$ cat config.mk
export PLATFORM = sky130hd
export DESIGN_NAME = binomial_charge_smoother
export DESIGN_NICKNAME = d
export VERILOG_FILES = /design/src/rtl/bcs_pkg.sv /design/src/rtl/binomial_charge_smoother.sv
export SDC_FILE = /design/constraint.sdc
export NUM_CORES = 2
export LEC_CHECK = 0
export BUFFER_PORTS_ARGS = -buffer_cell sky130_fd_sc_hd__buf_2
export CORE_MARGIN = 2
export CORE_UTILIZATION = 45
export CTS_BUF_LIST = sky130_fd_sc_hd__clkbuf_8
export CTS_CLUSTER_SIZE = 20
export DETAILED_ROUTE_END_ITERATION = 16
export GPL_TIMING_DRIVEN = 0
export PLACE_DENSITY_LB_ADDON = 0.08
export SLEW_MARGIN = 25
export SYNTH_ARGS = -nofsm -noshare
export SYNTH_HDL_FRONTEND = slang
export SYNTH_SLANG_ARGS = --single-unit
export TNS_END_PERCENT = 5
$ cat constraint.sdc
create_clock -name i_clk -period 9.85 [get_ports i_clk]
set_input_delay 0.985 -clock i_clk [delete_from_list [all_inputs] [get_ports i_clk]]
set_output_delay 0.985 -clock i_clk [all_outputs]
set_load 0.005 [all_outputs]
$ cat src/rtl/bcs_pkg.sv
package bcs_pkg;

    localparam int MAX_CELLS_DEF = 4096;

    localparam int SAMPLE_W = 32;
    localparam int IDX_W    = 12;
    localparam int COUNT_W  = 13;
    localparam int MODE_W   = 2;
    localparam int ADDR_W   = 4;
    localparam int APB_W    = 32;

    // stream data widths, padded to whole bytes
    localparam int S_TDATA_W = 32;
    localparam int M_TDATA_W = 48;

    // result queue
    localparam int QUEUE_DEPTH = 4;
    localparam int MAX_RESULTS = 3;

    localparam logic [COUNT_W-1:0] CELL_COUNT_RST = 13'd4096;

    typedef enum logic [MODE_W-1:0] {
        MODE_PASS     = 2'd0,
        MODE_ANTI     = 2'd1,
        MODE_SYM      = 2'd2,
        MODE_PERIODIC = 2'd3
    } t_mode;

    // register index, taken from paddr[3:2]
    typedef enum logic [1:0] {
        REG_CELL_COUNT = 2'd0,
        REG_LEFT_MODE  = 2'd1,
        REG_RIGHT_MODE = 2'd2
    } t_reg_idx;

    typedef struct packed {
        logic                       frame_end;
        logic signed [SAMPLE_W-1:0] value;
        logic [IDX_W-1:0]           index;
    } t_result;

endpackage

$ cat src/rtl/binomial_charge_smoother.sv
// channel  | dir | handshake                        | payload
// ---------+-----+----------------------------------+--------------------------------------
// s stream | in  | i_s_tvalid / o_s_tready          | i_s_tdata: charge_sample
// m stream | out | o_m_tvalid / i_m_tready          | o_m_tdata: cell_index, smoothed_value;
//          |     |                                  | o_m_tlast: frame_end
// apb cfg  | in  | i_psel, i_penable, o_pready = 1  | i_paddr, i_pwdata, o_prdata
//
// one sample per cycle while o_s_tready is high; its results are formed by one level of adders and
// written to a four-entry result queue at the accepting edge
// first result visible in the cycle after the request is accepted; queue drains one per cycle while i_m_tready is high
// a frame-closing sample adds two or three results; o_s_tready drops while
// more than one result waits
// i_rst_n is synchronous, active low; clears counter and queue, resets registers to defaults
module binomial_charge_smoother #(
    parameter int MAX_CELLS = bcs_pkg::MAX_CELLS_DEF
) (
    input  logic                           i_clk,
    input  logic                           i_rst_n,
    // slave stream
    input  logic                           i_s_tvalid,
    output logic                           o_s_tready,
    input  logic [bcs_pkg::S_TDATA_W-1:0]  i_s_tdata,  // [31:0] charge_sample
    // master stream
    output logic                           o_m_tvalid,
    input  logic                           i_m_tready,
    output logic [bcs_pkg::M_TDATA_W-1:0]  o_m_tdata,  // [11:0] cell_index, [43:12] smoothed_value
    output logic                           o_m_tlast,
    // configuration
    input  logic                           i_psel,
    input  logic                           i_penable,
    input  logic                           i_pwrite,
    input  logic [bcs_pkg::ADDR_W-1:0]     i_paddr,
    input  logic [bcs_pkg::APB_W-1:0]      i_pwdata,
    output logic [bcs_pkg::APB_W-1:0]      o_prdata,
    output logic                           o_pready
);

    localparam int CNT_W = (MAX_CELLS > 2) ? $clog2(MAX_CELLS) : 1;
    localparam int N_W   = $clog2(MAX_CELLS + 1);
    localparam int PTR_W = $clog2(bcs_pkg::QUEUE_DEPTH);
    localparam int QC_W  = PTR_W + 1;
    localparam int SW    = bcs_pkg::SAMPLE_W;
    localparam int AW    = SW + 2;

    // configuration
    logic [bcs_pkg::COUNT_W-1:0] r_cell_count;
    logic [bcs_pkg::MODE_W-1:0]  r_left_mode;
    logic [bcs_pkg::MODE_W-1:0]  r_right_mode;
    logic                        cfg_wr;
    bcs_pkg::t_reg_idx           reg_idx;

    assign o_pready = 1'b1;
    assign cfg_wr   = i_psel && i_penable && i_pwrite;
    assign reg_idx  = bcs_pkg::t_reg_idx'(i_paddr[3:2]);

    always_ff @(posedge i_clk) begin
        if (!i_rst_n) begin
            r_cell_count <= bcs_pkg::CELL_COUNT_RST;
            r_left_mode  <= bcs_pkg::MODE_ANTI;
            r_right_mode <= bcs_pkg::MODE_ANTI;
        end else if (cfg_wr) begin
            case (reg_idx)
                bcs_pkg::REG_CELL_COUNT: r_cell_count <= i_pwdata[bcs_pkg::COUNT_W-1:0];
                bcs_pkg::REG_LEFT_MODE:  r_left_mode  <= i_pwdata[bcs_pkg::MODE_W-1:0];
                bcs_pkg::REG_RIGHT_MODE: r_right_mode <= i_pwdata[bcs_pkg::MODE_W-1:0];
                default: ;
            endcase
        end
    end

    always_comb begin
        case (reg_idx)
            bcs_pkg::REG_CELL_COUNT: o_prdata = bcs_pkg::APB_W'(r_cell_count);
            bcs_pkg::REG_LEFT_MODE:  o_prdata = bcs_pkg::APB_W'(r_left_mode);
            bcs_pkg::REG_RIGHT_MODE: o_prdata = bcs_pkg::APB_W'(r_right_mode);
            default:                 o_prdata = '0;
        endcase
    end

    // effective frame length, clamped to 2..MAX_CELLS
    logic [N_W-1:0] n_eff;
    always_comb begin
        if (r_cell_count < 2)
            n_eff = N_W'(2);
        else if (r_cell_count > MAX_CELLS)
            n_eff = N_W'(MAX_CELLS);
        else
            n_eff = N_W'(r_cell_count);
    end

    // sample history
    logic [CNT_W-1:0]       r_cnt;
    logic [CNT_W-1:0]       n_cnt;
    logic signed [SW-1:0]   r_first;
    logic signed [SW-1:0]   r_second;
    logic signed [SW-1:0]   r_older;
    logic signed [SW-1:0]   r_prev;

    logic signed [SW-1:0]   x;
    logic signed [SW-1:0]   second_eff;
    logic                   accept;
    logic                   held;
    logic                   last;
    logic                   k_is0;
    logic                   k_is1;

    assign x          = signed'(i_s_tdata[SW-1:0]);
    assign accept     = i_s_tvalid && o_s_tready;
    assign k_is0      = (r_cnt == '0);
    assign k_is1      = (r_cnt == CNT_W'(1));
    assign held       = (r_left_mode == bcs_pkg::MODE_PERIODIC);
    assign last       = (({1'b0, r_cnt} + 1'b1) >= n_eff) && !k_is0;
    assign second_eff = k_is1 ? x : r_second;
    assign n_cnt      = last ? '0 : r_cnt + 1'b1;

    always_ff @(posedge i_clk) begin
        if (!i_rst_n) begin
            r_cnt    <= '0;
            r_first  <= '0;
            r_second <= '0;
            r_older  <= '0;
            r_prev   <= '0;
        end else if (accept) begin
            r_cnt   <= n_cnt;
            r_older <= r_prev;
            r_prev  <= x;
            if (k_is0) r_first  <= x;
            if (k_is1) r_second <= x;
        end
    end

    // floor(sum / 4) of the end formula; passthrough goes through unchanged
    function automatic logic signed [SW-1:0] f_end(
        input logic [bcs_pkg::MODE_W-1:0] mode,
        input logic signed [SW-1:0]       c,
        input logic signed [SW-1:0]       nb,
        input logic signed [SW-1:0]       w
    );
        logic signed [AW-1:0] s;
        case (mode)
            bcs_pkg::MODE_ANTI:     s = AW'(c) + AW'(nb);
            bcs_pkg::MODE_SYM:      s = AW'(c) + AW'(c) + AW'(c) + AW'(nb);
            bcs_pkg::MODE_PERIODIC: s = AW'(w) + AW'(c) + AW'(c) + AW'(nb);
            default:                s = AW'(c) <<< 2;
        endcase
        return SW'(s >>> 2);
    endfunction

    logic signed [AW-1:0] sum_mid;
    logic signed [AW-1:0] sum_wrap;
    bcs_pkg::t_result     res [bcs_pkg::MAX_RESULTS];
    logic [bcs_pkg::MAX_RESULTS-1:0] res_v;
    logic [1:0]           off [bcs_pkg::MAX_RESULTS];
    logic [1:0]           n_push;

    assign sum_mid  = AW'(r_older) + AW'(r_prev) + AW'(r_prev) + AW'(x);
    assign sum_wrap = AW'(x) + AW'(r_first) + AW'(r_first) + AW'(second_eff);

    always_comb begin
        // first slot: left end at sample one, interior cell after that
        res_v[0] = (k_is1 && !held) || (!k_is0 && !k_is1);
        res[0].frame_end = 1'b0;
        if (k_is1) begin
            res[0].index = '0;
            res[0].value = f_end(r_left_mode, r_first, x, '0);
        end else begin
            res[0].index = bcs_pkg::IDX_W'(r_cnt - 1'b1);
            res[0].value = SW'(sum_mid >>> 2);
        end
        // right end
        res_v[1]         = last;
        res[1].index     = bcs_pkg::IDX_W'(r_cnt);
        res[1].value     = f_end(r_right_mode, x, r_prev, r_first);
        res[1].frame_end = !held;
        // held-back cell 0 under periodic left end
        res_v[2]         = last && held;
        res[2].index     = '0;
        res[2].value     = SW'(sum_wrap >>> 2);
        res[2].frame_end = 1'b1;

        off[0] = 2'd0;
        off[1] = {1'b0, res_v[0]};
        off[2] = {1'b0, res_v[0]} + {1'b0, res_v[1]};
        n_push = accept ? off[2] + {1'b0, res_v[2]} : 2'd0;
    end

    // result queue
    bcs_pkg::t_result r_queue [bcs_pkg::QUEUE_DEPTH];
    logic [PTR_W-1:0] r_wp;
    logic [PTR_W-1:0] r_rp;
    logic [QC_W-1:0]  r_qcnt;
    logic             pop;
    bcs_pkg::t_result head;

    assign pop        = o_m_tvalid && i_m_tready;
    // room for the largest burst of one request
    assign o_s_tready = (r_qcnt <= QC_W'(bcs_pkg::QUEUE_DEPTH - bcs_pkg::MAX_RESULTS));

    always_ff @(posedge i_clk) begin
        for (int j = 0; j < bcs_pkg::MAX_RESULTS; j++) begin
            if (accept && res_v[j])
                r_queue[PTR_W'(r_wp + PTR_W'(off[j]))] <= res[j];
        end
    end

    always_ff @(posedge i_clk) begin
        if (!i_rst_n) begin
            r_wp   <= '0;
            r_rp   <= '0;
            r_qcnt <= '0;
        end else begin
            r_wp   <= r_wp + PTR_W'(n_push);
            r_rp   <= r_rp + PTR_W'(pop);
            r_qcnt <= r_qcnt + QC_W'(n_push) - QC_W'(pop);
        end
    end

    assign head       = r_queue[r_rp];
    assign o_m_tvalid = (r_qcnt != '0);
    assign o_m_tdata  = {{(bcs_pkg::M_TDATA_W - SW - bcs_pkg::IDX_W){1'b0}},
                         head.value, head.index};
    assign o_m_tlast  = head.frame_end;

    // checks
    a_queue_bound: assert property (@(posedge i_clk) disable iff (!i_rst_n)
        r_qcnt <= QC_W'(bcs_pkg::QUEUE_DEPTH))
        else $error("result queue overflow");

    a_frame_restart: assert property (@(posedge i_clk) disable iff (!i_rst_n)
        (accept && last) |=> (r_cnt == '0))
        else $error("counter not cleared after frame end");

    a_close_burst: assert property (@(posedge i_clk) disable iff (!i_rst_n)
        (accept && last) |-> (n_push >= 2'd2))
        else $error("frame end gave fewer than two results");

    a_mid_single: assert property (@(posedge i_clk) disable iff (!i_rst_n)
        (accept && !last) |-> (n_push <= 2'd1))
        else $error("mid-frame sample gave more than one result");

endmodule
==> impl_metrics.ini <==
[sta]
min_period_ns = 8.32
rsz0062_at_grt = no
relSlewSlack = 0.199
post-route-period-util = 0.845
hold_violations = 0
setup_violations = 0
setup_tns_ns = 0
drv_slew = 0
worstMarginPinSlew_ns = 1.20
hold_slack_ns = 0.465
max_freq_mhz = 120
fin_worst_skew_ns = 0.0718

[die]
dieArea_um2 = 83600
ios = 159
die_w_um = 289
die_h_um = 289
row_count = 104
core_area_um2 = 80500
start_util = 0.454

[grt]
grt_max_degree = 26
grt_pass1_vias = 33973
antenna_found_initial = 4
grt_usage = 0.365
grt_pass1_wl_um = 225000
overflow = 0

[placed_design]
dp_hpwl_um = 124000
place.gp.congestion = 0.996
buffer_ports.inserted = 110

[worst_setup_path]
crit_start = i_s_tdata[0]
worst-endpoint-arrival_ns = 8.83
crit_required_ns = 10.35
critPathCaptureType = flop
r2r-start = r_cnt[1]$_SDFFE_PN0P_
path_max_fanout = 10
startpoint_type = input port
cp_top_family = compound AO/OA/AOI/OAI gates
critPathKind = input port to flop
cp_slowest_stage_delay_ns = 0.93
crit_buf_inv = 4
cp_slowest_cell = o221ai_1

[pwr]
ir_drop_v = 0.000111
power.density_nw_per_um2 = 259
power.leakage_nw = 16.7

[route]
viasPerCell = 6.32
vias = 35634
wl_um = 154000
dr.pass1.iters = 5
wl_per_cell_um = 27.3
drtIter0Drc = 3515
drcViolationCount = 0
ant_nets = 0

[logic_synthesis]
syn_inst = 4322
ys_async_sr_fraction = 0
syn_area_per_cell_um2 = 8.46
synth_edf_count = 128
ys_top_cells_by_count = nand2_1, a21oi_1, nor2_1, ha_1, o21ai_0
ys_warn_count = 0
synth_most_common_cell = nand2_1
synth_area_um2 = 36600
synth_cell_types = 107
ys_seq_area_frac = 0.223
synth_flop_cell = dfxtp_1
synth.top_cells.by_area = dfxtp_1, edfxtp_1, ha_1
ys_seq_elements = 344
synth_top_cell_by_area = dfxtp_1
synth_top_area_frac = 0.118

[clocking]
cts_setup_buffers = 0
tritoncts = done
cts_buffers = 67
h-tree-depth = 3
clkLatencyLatePin_ns = 0.72
clk_pin_slew_ns = 0.06
cts_hold_buffers = 0
cts_buffer_depth = 3
clock-sinks = 344
cts_root_buf = clkbuf_8
cts_resized = 0

[min_path]
hold_class = flop to flop
hp-start = r_second[9]$_SDFFE_PN0P_

[finish]
nFillCells = 7955
drive_gt1_frac = 0.0930
nNetsFinal = 5045
syn2layout_area_growth_pct = 9.59

[job]
drv_cap = 0

[outcome]
status = completed
## layout make-up
cell class                      count  area (µm²)  area share
Multi-Input combinational cell   3643       27100       0.676
Sequential cell                   344        8170       0.204
Tap cell                         1060        1330      0.0331
Buffer                            254        1080      0.0268
Clock buffer                       77        1060      0.0264
Timing Repair Buffer              119         671      0.0167
Inverter                          103         387     0.00965
Clock inverter                     41         303     0.00755
Antenna cell                        1        2.50   0.0000624
## state kept, by name, indices dropped and copies added, names as in the netlist, 3 cells and up
register      cells
r_queue         180
r_first          32
r_older          32
r_prev           32
r_second         32
r_cell_count     13
r_cnt            12
r_qcnt            3
## through the flow
stage	setup WS, ns	power, W	cells	utilization	cell area, µm²
2_1_floorplan	3.43	0.00652	4344	-	36700
3_3_place_gp	0.633	0.00863	5514	0.478	38500
3_5_place_dp	1.21	0.00865	5523	0.481	38700
4_1_cts	1.72	0.0102	5641	0.497	40100
5_1_grt	1.39	0.0110	5642	0.498	40100
6_report	1.53	0.0104	5642	0.498	40100
## per-layer routing
layer	vias to the layer above	routed length, µm	global-route usage
li1	16300	-	-
met1	17363	66300	0.498
met2	1628	68700	0.578
met3	343	12000	0.0535
met4	0	7270	0.154
met5	-	0	0
## worst min-delay path, delay by kind of cell (launching register included)
| family | cells | cell delay, ns |
|---|---|---|
| flops | 1 | 0.30 |
| simple gates | 1 | 0.05 |
| compound gates | 1 | 0.06 |
## cell usage in the layout, fill, tap and decap left out, drive strengths merged, types with 79 or more instances in the layout
cell	instances
edfxtp	128
buf	187
dfxtp	216
nor2	286
a21oi	345
fa	167
a21o	128
xnor2	124
inv	125
a21boi	157
ha	271
xor2	97
o21ai	227
mux2i	79
nand2	661
clkbuf	263
a211oi	79
## power by group
| part | leakage (nW) | switching (W) | internal (W) | total (W) |
|---|---|---|---|---|
| Combinational | 13.1 | 0.00433 | 0.00253 | 0.00686 |
| Clock | 0.764 | 0.000751 | 0.000786 | 0.00154 |
| Sequential | 2.92 | 0.000219 | 0.00177 | 0.00199 |
| Total | 16.7 | 0.00529 | 0.00509 | 0.0104 |
## final timing paths
path / depth (start not counted) / endpoint / slack, ns
max: 25 / r_queue[1][41]$_DFFE_PP_ / 1.53
min: 2 / r_second[9]$_SDFFE_PN0P_ / 0.47
max reg2reg: 20 / r_queue[3][34]$_DFFE_PP_ / 1.62
min reg2reg: 2 / r_second[9]$_SDFFE_PN0P_ / 0.47
## cell families (layout without fill, tap and decap cells)
group,count (synthesis),in the layout,synth area share
and+or+nand+nor,1433,1433,0.179
other,2,25,0.000205
DFF,344,344,0.223
adders and majority gates,438,438,0.184
AOI/OAI and AO/OA,1362,1362,0.250
buffers and inverters,357,594,0.0399
xor gates and xnor gates,221,221,0.0529
muxes,165,165,0.0701
(Power assumes the default switching activity.)
